## config.mk

```make
export PLATFORM = sky130hd
export DESIGN_NAME = hsl_to_rgba_converter_flat
export DESIGN_NICKNAME = d
export VERILOG_FILES = /design/src/rtl/hslc_pkg.sv /design/src/rtl/hslc_if.sv /design/src/rtl/hsl_to_rgba_converter.sv /design/src/rtl/hslc_chan.sv /design/src/flat_wrapper.sv
export SDC_FILE = /design/constraint.sdc
export NUM_CORES = 2
export LEC_CHECK = 0
export ABC_AREA = 1
export BUFFER_PORTS_ARGS = -buffer_cell sky130_fd_sc_hd__buf_2
export CORE_MARGIN = 2
export CORE_UTILIZATION = 25
export CTS_CLUSTER_DIAMETER = 100
export CTS_CLUSTER_SIZE = 16
export DETAILED_ROUTE_END_ITERATION = 10
export PLACE_DENSITY = 0.37
export RECOVER_POWER = 50
export SYNTH_ARGS = -nofsm -noshare
export SYNTH_HDL_FRONTEND = slang
export SYNTH_SLANG_ARGS = --single-unit
```

## constraint.sdc

```tcl
create_clock -name i_clk -period 17.1 [get_ports i_clk]
set_input_delay 0 -clock i_clk [delete_from_list [all_inputs] [get_ports i_clk]]
set_output_delay 0 -clock i_clk [all_outputs]
set_load 0.03 [all_outputs]
```

## src/rtl/hslc_pkg.sv

```systemverilog
// ----------------------------------------------------------------------------
// HSL to RGBA converter - package
// Field widths, hue constants and shared types.
// ----------------------------------------------------------------------------
package hslc_pkg;

    localparam int FRAC_BITS_DEF = 16;     // fraction bits, ONE = 2**FRAC_BITS

    localparam int HUE_W  = 13;            // hue field
    localparam int FRAC_W = 17;            // saturation / lightness / opacity fields
    localparam int CHAN_W = 8;             // output channel
    localparam int WT_W   = 10;            // ramp weight, 0..960

    localparam int HUE_TURN  = 5760;       // full turn in 1/16 degree
    localparam int HUE_THIRD = 1920;
    localparam int HUE_B1    = 960;
    localparam int HUE_B2    = 2880;
    localparam int HUE_B3    = 3840;

    localparam int GREY_DIV  = 200000;     // grey when s * GREY_DIV < ONE

    // per-stage advance strobes for the channel ramp datapath
    typedef struct packed {
        logic adv_mul;
        logic adv_sum;
        logic adv_out;
    } t_chan_ctl;

endpackage

```

## src/rtl/hslc_if.sv

```systemverilog
// ----------------------------------------------------------------------------
// HSL to RGBA converter - stream interfaces
// Valid/ready channels for HSLA input words and RGBA output words.
// ----------------------------------------------------------------------------
interface hslc_in_if;
    logic                              valid;
    logic                              ready;
    logic [hslc_pkg::HUE_W-1:0]        hue;
    logic [hslc_pkg::FRAC_W-1:0]       saturation;
    logic [hslc_pkg::FRAC_W-1:0]       lightness;
    logic [hslc_pkg::FRAC_W-1:0]       opacity;

    modport source (output valid, hue, saturation, lightness, opacity, input ready);
    modport sink   (input valid, hue, saturation, lightness, opacity, output ready);
endinterface

interface hslc_out_if;
    logic                              valid;
    logic                              ready;
    logic [hslc_pkg::CHAN_W-1:0]       red;
    logic [hslc_pkg::CHAN_W-1:0]       green;
    logic [hslc_pkg::CHAN_W-1:0]       blue;
    logic [hslc_pkg::CHAN_W-1:0]       alpha_out;

    modport source (output valid, red, green, blue, alpha_out, input ready);
    modport sink   (input valid, red, green, blue, alpha_out, output ready);
endinterface

```

## src/rtl/hsl_to_rgba_converter.sv

```systemverilog
// ----------------------------------------------------------------------------
// HSL to RGBA converter - top level
// Fixed-point HSLA to 8-bit RGBA, seven-stage pipeline, one word per clock when not stalled.
// ----------------------------------------------------------------------------
//  port     dir  word contents
//  -------  ---  ----------------------------------------------------------
//  i_hsl    in   hue (1/16 deg), saturation, lightness, opacity (ONE = 2**F)
//  o_rgba   out  red, green, blue, alpha_out (8 bits each)
//
//  One word per clock is accepted while the output is not stalled.
//  The two multiply stages (l*s, then the ramp products) set the stage depth.
//  Synchronous active-low reset clears only the stage valid bits.
//  Each stage holds while its successor is full and stalled, so bubbles
//  collapse and a waiting output word never blocks input while holes remain.
// ----------------------------------------------------------------------------
module hsl_to_rgba_converter #(
    parameter int FRAC_BITS = hslc_pkg::FRAC_BITS_DEF
) (
    input  logic        i_clk,
    input  logic        i_rst_n,
    hslc_in_if.sink     i_hsl,
    hslc_out_if.source  o_rgba
);

    localparam int HW = hslc_pkg::HUE_W;
    localparam int FW = hslc_pkg::FRAC_W;
    localparam int WW = hslc_pkg::WT_W;
    localparam int BW = hslc_pkg::CHAN_W;
    localparam int VW = FRAC_BITS + 1;                 // saturated fraction 0..ONE
    localparam int CW = (VW > FW) ? VW : FW;           // compare width for saturation
    localparam int MW = 2 * FRAC_BITS + 1;             // m1/m2 scaled by ONE*ONE
    localparam int GREY_MAX = ((1 << FRAC_BITS) - 1) / hslc_pkg::GREY_DIV;
    localparam int NSTG = 7;

    localparam logic [CW-1:0] ONE_C  = CW'(1) << FRAC_BITS;
    localparam logic [VW-1:0] HALF_C = VW'(1) << (FRAC_BITS - 1);

    // ramp weights per channel
    typedef struct packed {
        logic [WW-1:0] wr;
        logic [WW-1:0] wg;
        logic [WW-1:0] wb;
    } t_wts;

    // grey bypass and alpha, carried beside the ramp datapath
    typedef struct packed {
        logic          grey;
        logic [BW-1:0] gval;
        logic [BW-1:0] aval;
    } t_side;

    // ---- helpers --------------------------------------------------------
    function automatic logic [VW-1:0] sat_frac(input logic [FW-1:0] v);
        logic [CW-1:0] x;
        x = CW'(v);
        return (x > ONE_C) ? ONE_C[VW-1:0] : x[VW-1:0];
    endfunction

    // floor(v * 255 / ONE), v <= ONE
    function automatic logic [BW-1:0] frac_to_byte(input logic [VW-1:0] v);
        logic [VW+7:0] p;
        p = {v, 8'b0000_0000} - (VW+8)'(v);
        return p[FRAC_BITS+7 : FRAC_BITS];
    endfunction

    // single wrap of a hue below two turns
    function automatic logic [HW-1:0] hue_wrap(input logic [HW:0] t);
        logic [HW:0] d;
        d = (t >= (HW+1)'(hslc_pkg::HUE_TURN)) ? t - (HW+1)'(hslc_pkg::HUE_TURN) : t;
        return d[HW-1:0];
    endfunction

    // piecewise-linear ramp weight: value = m1 + (m2 - m1) * w / 960
    function automatic logic [WW-1:0] ramp_wt(input logic [HW-1:0] t);
        logic [HW-1:0] d;
        logic [WW-1:0] w;
        d = HW'(hslc_pkg::HUE_B3) - t;
        if (t < HW'(hslc_pkg::HUE_B1)) begin
            w = t[WW-1:0];
        end else if (t < HW'(hslc_pkg::HUE_B2)) begin
            w = WW'(hslc_pkg::HUE_B1);
        end else if (t < HW'(hslc_pkg::HUE_B3)) begin
            w = d[WW-1:0];
        end else begin
            w = '0;
        end
        return w;
    endfunction

    // ---- stage control --------------------------------------------------
    logic [NSTG:1] r_v;
    logic [NSTG:1] adv;

    always_comb begin
        adv[NSTG] = !r_v[NSTG] || o_rgba.ready;
        for (int k = NSTG - 1; k >= 1; k--) begin
            adv[k] = !r_v[k] || adv[k+1];
        end
    end

    assign i_hsl.ready = adv[1];

    always_ff @(posedge i_clk) begin
        if (!i_rst_n) begin
            r_v <= '0;
        end else begin
            if (adv[1]) begin
                r_v[1] <= i_hsl.valid;
            end
            for (int k = 2; k <= NSTG; k++) begin
                if (adv[k]) begin
                    r_v[k] <= r_v[k-1];
                end
            end
        end
    end

    // ---- datapath -------------------------------------------------------
    // stage 1: saturate fractions, wrap hue
    logic [HW-1:0] r1_hue;
    logic [VW-1:0] r1_s;
    logic [VW-1:0] r1_l;
    logic [VW-1:0] r1_a;

    // stage 2: l*s, channel weights, grey and alpha bytes
    logic [HW-1:0]   hue_r_n;
    logic [HW-1:0]   hue_b_n;
    logic [2*VW-1:0] ls_n;
    logic [MW-1:0]   r2_ls;
    logic [VW-1:0]   r2_s;
    logic [VW-1:0]   r2_l;
    t_wts            r2_wt;
    t_side           r2_sb;

    // stage 3: m2
    logic [MW:0]     m2_lo_n;
    logic [MW:0]     m2_hi_n;
    logic [MW-1:0]   r3_m2x;
    logic [VW-1:0]   r3_l;
    t_wts            r3_wt;

    // stage 4: m1 and m2 - m1
    logic [MW:0]     twol_n;
    logic [MW:0]     m2x2_n;
    logic [MW:0]     m1_n;
    logic [MW:0]     diff_n;
    logic [MW-1:0]   r4_m1x;
    logic [MW-1:0]   r4_diff;
    t_wts            r4_wt;

    // side band for stages 3..7
    t_side           r_sb [3:NSTG];

    assign hue_r_n = hue_wrap((HW+1)'(r1_hue) + (HW+1)'(hslc_pkg::HUE_THIRD));
    // blue: hue + turn - third
    assign hue_b_n = hue_wrap((HW+1)'(r1_hue) + (HW+1)'(hslc_pkg::HUE_B3));
    assign ls_n    = r1_l * r1_s;

    // l <= 1/2: l*(1+s); else (l+s) - l*s
    assign m2_lo_n = (MW+1)'(r2_ls) + ((MW+1)'(r2_l) << FRAC_BITS);
    assign m2_hi_n = (((MW+1)'(r2_l) + (MW+1)'(r2_s)) << FRAC_BITS) - (MW+1)'(r2_ls);

    // m1 = 2l - m2, m2 - m1 = 2*m2 - 2l
    assign twol_n = (MW+1)'(r3_l) << (FRAC_BITS + 1);
    assign m2x2_n = {r3_m2x, 1'b0};
    assign m1_n   = (twol_n >= (MW+1)'(r3_m2x)) ? twol_n - (MW+1)'(r3_m2x) : '0;
    assign diff_n = (m2x2_n >= twol_n) ? m2x2_n - twol_n : '0;

    always_ff @(posedge i_clk) begin
        if (adv[1]) begin
            r1_hue <= hue_wrap({1'b0, i_hsl.hue});
            r1_s   <= sat_frac(i_hsl.saturation);
            r1_l   <= sat_frac(i_hsl.lightness);
            r1_a   <= sat_frac(i_hsl.opacity);
        end
        if (adv[2]) begin
            r2_ls      <= ls_n[MW-1:0];
            r2_s       <= r1_s;
            r2_l       <= r1_l;
            r2_wt.wr   <= ramp_wt(hue_r_n);
            r2_wt.wg   <= ramp_wt(r1_hue);
            r2_wt.wb   <= ramp_wt(hue_b_n);
            r2_sb.grey <= (r1_s <= VW'(GREY_MAX));
            r2_sb.gval <= frac_to_byte(r1_l);
            r2_sb.aval <= frac_to_byte(r1_a);
        end
        if (adv[3]) begin
            r3_m2x <= (r2_l <= HALF_C) ? m2_lo_n[MW-1:0] : m2_hi_n[MW-1:0];
            r3_l   <= r2_l;
            r3_wt  <= r2_wt;
            r_sb[3] <= r2_sb;
        end
        if (adv[4]) begin
            r4_m1x  <= m1_n[MW-1:0];
            r4_diff <= diff_n[MW-1:0];
            r4_wt   <= r3_wt;
        end
        for (int k = 4; k <= NSTG; k++) begin
            if (adv[k]) begin
                r_sb[k] <= r_sb[k-1];
            end
        end
    end

    // stages 5..7: per-channel ramp
    hslc_pkg::t_chan_ctl chan_ctl;
    logic [BW-1:0]       red_ramp;
    logic [BW-1:0]       green_ramp;
    logic [BW-1:0]       blue_ramp;

    assign chan_ctl.adv_mul = adv[5];
    assign chan_ctl.adv_sum = adv[6];
    assign chan_ctl.adv_out = adv[7];

    hslc_chan #(.FRAC_BITS(FRAC_BITS)) u_red (
        .i_clk  (i_clk),
        .i_ctl  (chan_ctl),
        .i_m1x  (r4_m1x),
        .i_diff (r4_diff),
        .i_wt   (r4_wt.wr),
        .o_val  (red_ramp)
    );

    hslc_chan #(.FRAC_BITS(FRAC_BITS)) u_green (
        .i_clk  (i_clk),
        .i_ctl  (chan_ctl),
        .i_m1x  (r4_m1x),
        .i_diff (r4_diff),
        .i_wt   (r4_wt.wg),
        .o_val  (green_ramp)
    );

    hslc_chan #(.FRAC_BITS(FRAC_BITS)) u_blue (
        .i_clk  (i_clk),
        .i_ctl  (chan_ctl),
        .i_m1x  (r4_m1x),
        .i_diff (r4_diff),
        .i_wt   (r4_wt.wb),
        .o_val  (blue_ramp)
    );

    // ---- output word ----------------------------------------------------
    assign o_rgba.valid     = r_v[NSTG];
    assign o_rgba.red       = r_sb[NSTG].grey ? r_sb[NSTG].gval : red_ramp;
    assign o_rgba.green     = r_sb[NSTG].grey ? r_sb[NSTG].gval : green_ramp;
    assign o_rgba.blue      = r_sb[NSTG].grey ? r_sb[NSTG].gval : blue_ramp;
    assign o_rgba.alpha_out = r_sb[NSTG].aval;

endmodule

```

## src/rtl/hslc_chan.sv

```systemverilog
// ----------------------------------------------------------------------------
// HSL to RGBA converter - channel ramp
// Three register stages: products, ramp sum, scale to 8 bits.
// ----------------------------------------------------------------------------
module hslc_chan #(
    parameter int FRAC_BITS = hslc_pkg::FRAC_BITS_DEF
) (
    input  logic                          i_clk,
    input  hslc_pkg::t_chan_ctl           i_ctl,
    input  logic [2*FRAC_BITS:0]          i_m1x,    // m1 scaled by ONE*ONE
    input  logic [2*FRAC_BITS:0]          i_diff,   // m2 - m1, same scale
    input  logic [hslc_pkg::WT_W-1:0]     i_wt,     // ramp weight 0..960
    output logic [hslc_pkg::CHAN_W-1:0]   o_val
);

    localparam int MW = 2 * FRAC_BITS + 1;
    localparam int NW = MW + hslc_pkg::WT_W;      // num <= 960 * ONE*ONE

    logic [NW-1:0]                 p1_n;
    logic [NW-1:0]                 p2_n;
    logic [NW+3:0]                 y_n;
    logic [NW-1:0]                 r_p1;
    logic [NW-1:0]                 r_p2;
    logic [NW-1:0]                 r_num;
    logic [hslc_pkg::CHAN_W-1:0]   r_val;

    assign p1_n = NW'(i_m1x) * NW'(hslc_pkg::HUE_B1);
    assign p2_n = NW'(i_diff) * NW'(i_wt);

    // 255/960 = 17/64: value = floor(17 * num / 2**(2F+6)), never above 255
    assign y_n = {r_num, 4'b0000} + (NW+4)'(r_num);

    always_ff @(posedge i_clk) begin
        if (i_ctl.adv_mul) begin
            r_p1 <= p1_n;
            r_p2 <= p2_n;
        end
        if (i_ctl.adv_sum) begin
            r_num <= r_p1 + r_p2;
        end
        if (i_ctl.adv_out) begin
            r_val <= y_n[2*FRAC_BITS+13 : 2*FRAC_BITS+6];
        end
    end

    assign o_val = r_val;

endmodule

```

## src/flat_wrapper.sv

```systemverilog
// flat-port wrapper written by rule: the top's interface ports become plain ports
module hsl_to_rgba_converter_flat 
#(
    parameter int FRAC_BITS = hslc_pkg::FRAC_BITS_DEF
)
  (i_clk, i_rst_n, i_hsl_valid, i_hsl_hue, i_hsl_saturation, i_hsl_lightness, i_hsl_opacity, i_hsl_ready, o_rgba_valid, o_rgba_red, o_rgba_green, o_rgba_blue, o_rgba_alpha_out, o_rgba_ready);
  hslc_in_if i_hsl_i ();
  hslc_out_if o_rgba_i ();
  input  logic i_clk;
  input  logic i_rst_n;
  input wire logic [$bits(i_hsl_i.valid)-1:0] i_hsl_valid;
  input wire logic [$bits(i_hsl_i.hue)-1:0] i_hsl_hue;
  input wire logic [$bits(i_hsl_i.saturation)-1:0] i_hsl_saturation;
  input wire logic [$bits(i_hsl_i.lightness)-1:0] i_hsl_lightness;
  input wire logic [$bits(i_hsl_i.opacity)-1:0] i_hsl_opacity;
  output wire logic [$bits(i_hsl_i.ready)-1:0] i_hsl_ready;
  output wire logic [$bits(o_rgba_i.valid)-1:0] o_rgba_valid;
  output wire logic [$bits(o_rgba_i.red)-1:0] o_rgba_red;
  output wire logic [$bits(o_rgba_i.green)-1:0] o_rgba_green;
  output wire logic [$bits(o_rgba_i.blue)-1:0] o_rgba_blue;
  output wire logic [$bits(o_rgba_i.alpha_out)-1:0] o_rgba_alpha_out;
  input wire logic [$bits(o_rgba_i.ready)-1:0] o_rgba_ready;
  assign i_hsl_i.valid = i_hsl_valid;
  assign i_hsl_i.hue = i_hsl_hue;
  assign i_hsl_i.saturation = i_hsl_saturation;
  assign i_hsl_i.lightness = i_hsl_lightness;
  assign i_hsl_i.opacity = i_hsl_opacity;
  assign i_hsl_ready = i_hsl_i.ready;
  assign o_rgba_valid = o_rgba_i.valid;
  assign o_rgba_red = o_rgba_i.red;
  assign o_rgba_green = o_rgba_i.green;
  assign o_rgba_blue = o_rgba_i.blue;
  assign o_rgba_alpha_out = o_rgba_i.alpha_out;
  assign o_rgba_i.ready = o_rgba_ready;
  hsl_to_rgba_converter #(.FRAC_BITS(FRAC_BITS)) u_core (.i_clk(i_clk), .i_rst_n(i_rst_n), .i_hsl(i_hsl_i), .o_rgba(o_rgba_i));
endmodule
```

==> impl_results.md <==
- Final Wtd Congestion: 0.907
- First-pass GRT wire length: about 460 mm
- Synth area leaders: edfxtp_1 (26%), fa_1 (23%), nand2_1 (10%), ha_1 (10%), inv_1 (9.7%)
- Initial antenna violation count: 15
- Detailed Route WL: 303 mm
- CTS tree: yes
- Worst Setup Slack, final: 6.79 ns
- Crit path top cell by count: nor2_1
- Root Buffer: clkbuf_16
- Clock sinks: 758
- Htree depth: 3
- Area share of the leading cell type in the synthesized netlist: between 20% and 30%
- Crit. End Element: output port
- Crit path kind: flip-flop to output port
- Delay-heaviest family, CP: buffers and inverters
- Chip Height: approximately 590 µm
- Status: finished, violations left
- Drt pass-1 iters: 6
- Post-synth top area cell: edfxtp_1
- Area Overhead vs Synth: 10.4%
- Min cycle time layout: between 10 and 15 ns
- Core area: between 300000 and 400000 µm²
- Syn Inst Count: around 10000
- Crit path cell chain: inv_1 -> nor2_1 -> clkinv_1 -> clkbuf_1 -> nor2_1 -> clkinvlp_2 -> nor2_1 -> clkinvlp_2 -> nor2_1 -> clkinvlp_2 -> nor2_1 -> clkinvlp_2 -> nor2_1 -> nand2_4 -> buf_4 -> buf_2
- Finished Core Util: 27.8%
- Vias in the first global route: around 73000
- Max Slew Vio Count: about 380
- Antenna-violating nets left: 0
- CP max FO: 50
- Setup_tns: 0 ns
- Die span in x: 594 µm
- Unrepaired setup endpoints after global routing: false
- Final Hold Viols: 0
- Total CTS buffers: just over 70
- Arrival @ worst endpoint: 10.31 ns
- Worst Clk Skew: approximately 0.050 ns
- Max Cap Viol: 12
- Netlist cell types: 58
- R2R setup slack: about 7 ns
- Global route total overflow: 0
- Post-synth EDFFs: about 750
- Failing checks: capacitance limit, slew limit
- Filler cells: about 37000
- Wirelength per Cell: around 20 µm
- Ys Warns: 0
- Final period util: about three fifths
- CP max stage cell: clkinvlp_2
- Initial Util: between 20% and 30%
- Syn avg cell area: about 8.4 µm²
- Synth async-reset ratio: 0%
- Required @ worst endpoint: ~17 ns
- Post-DP HPWL: about 250 mm
- Post-cts gate resize count: 0
- Pin count of the biggest net entering global routing: between 70 and 80
- Setup slack after placement: 10.43 ns
- Synthesized Nets: 12200
- Fmax: between 0.09 and 0.1 GHz
- Layout cell share with drive strength beyond 1: 2.74%
- Vias: 69000
- FF+latch count, synth: around 760
- Max clock buf depth: 3
- CP max stage delay: 1.82 ns
- Main synth FF type: edfxtp_1
- Max-slew headroom: -97.4%
- # setup viols final: 0
- Vias per std cell: 4.56
- 1st-iter DRT viols: about 4600
- DRC violations left: 0
- Slew @ Worst Pin: slightly below 3 ns
- Total die area: about 350000 µm²
- Buf/Inv on CP: 9
- Layout Nets: 12300
- Worst-skew pair later-pin latency: around 0.74 ns
- I/O pin total: about 100
- Class of the worst hold path: input port to flip-flop
- Kind of start point of the critical path: flip-flop
- Worst-path clk slew: about 0.080 ns
- Sequential-to-total area share from yosys stat: approximately a quarter
- Row Count: between 200 and 250
- Port Buf Inserts: just over 100
- GRT Util Overall: between 10% and 20%
- Mapped cell area: 87100 µm²
==> state kept, by name, indices dropped and copies added (netlist names), 30 cells and up <==
name,count
u_core.r4_wt,30
u_core.u_red.r_p1,37
u_core.u_blue.r_p2,42
u_core.r4_diff,32
u_core.u_green.r_num,42
u_core.r_sb,85
u_core.r3_m2x,33
u_core.u_blue.r_num,42
u_core.r2_wt,30
u_core.r3_wt,30
u_core.u_green.r_p2,42
u_core.u_red.r_p2,42
u_core.r4_m1x,33
u_core.r2_ls,33
u_core.u_red.r_num,42
==> cells in the mapped netlist (all sizes together), types with 11 or more instances <==
master	count
a21boi	23
a21o	70
a21oi	617
a31oi	108
buf	28
clkbuf	258
edfxtp	751
fa	1006
ha	705
inv	2268
nand2	2373
nand3	276
nand4	77
nor2	712
nor3	73
nor4	62
o211ai	18
o21a	33
o21ai	408
o21bai	34
o221ai	26
or2	11
xnor2	133
xor2	268
==> cells by family after synthesis <==
family	synth area share, %
and+or+nand+nor	16.7
buffers and inverters	11.0
adders and majority gates	33.2
AOI/OAI and AO/OA	8.92
DFF	26.1
xor gates and xnor gates	4.04
==> final timing paths <==
| check | cells past startpoint | to | start |
|---|---|---|---|
| worst max-delay path | 16 | i_hsl_ready | u_core.r_v[7] |
| worst min-delay path | 4 | u_core.r1_s[0] | i_hsl_saturation[0] |
| worst max register to register | 16 | u_core.r2_wt[2] | u_core.r_v[7] |
| worst min register to register | 0 | u_core.r3_wt[14] | u_core.r2_wt[14] |
==> cell usage in the layout (no fill, tap or decap), drive strengths merged, types with 129 or more instances in the layout <==
| master | count |
|---|---|
| xnor2 | 133 |
| inv | 2270 |
| nor2 | 712 |
| buf | 129 |
| edfxtp | 751 |
| nand3 | 276 |
| a21oi | 617 |
| o21ai | 408 |
| fa | 1006 |
| clkbuf | 139 |
| ha | 705 |
| nand2 | 2373 |
| xor2 | 268 |
==> tightest hold or removal path, delay by kind of cell <==
kind,cells,cell delay [ns]
buffers and inverters,3,0.66
AND/OR/NAND/NOR,1,0.08
==> metrics by stage <==
step / cells / instance area [µm²] / hold WS (ns)
6_report: 15100 / 96200 / 0.123
5_1_grt: 15100 / 96200 / 0.108
4_1_cts: 15100 / 96400 / 0.00214
3_5_place_dp: 14900 / 93000 / 0.201
3_3_place_gp: 14900 / 93000 / 0.202
2_1_floorplan: 10400 / 87100 / 0.0989
==> layout make-up <==
cell class / count / area [µm²] / area share (%)
timing repair buffer: 292 / 2060 / 2.14
clock buffer: 75 / 1810 / 1.88
antenna: 4 / 10.0 / 0.0104
tap: 4578 / 5730 / 5.95
sequential: 758 / 22700 / 23.6
multi-input combinational: 7102 / 54800 / 56.9
inverter: 2269 / 8520 / 8.86
clock inverter: 40 / 599 / 0.623
==> repair_timing <==
item	CTS	global route
hold buffers	99	0
setup buffers	0	0
endpoints found under the hold margin	71	0
==> per-layer routing <==
metal / global-route usage [%] / wire (µm)
met1: 24.2 / 146000
met2: 28.4 / 141000
met3: 1.57 / 10200
met4: 3.20 / 5550
met5: 0 / 0
Power is not shown: default switching activity piles up to over one toggle a cycle in this logic, so the estimate is an artifact.
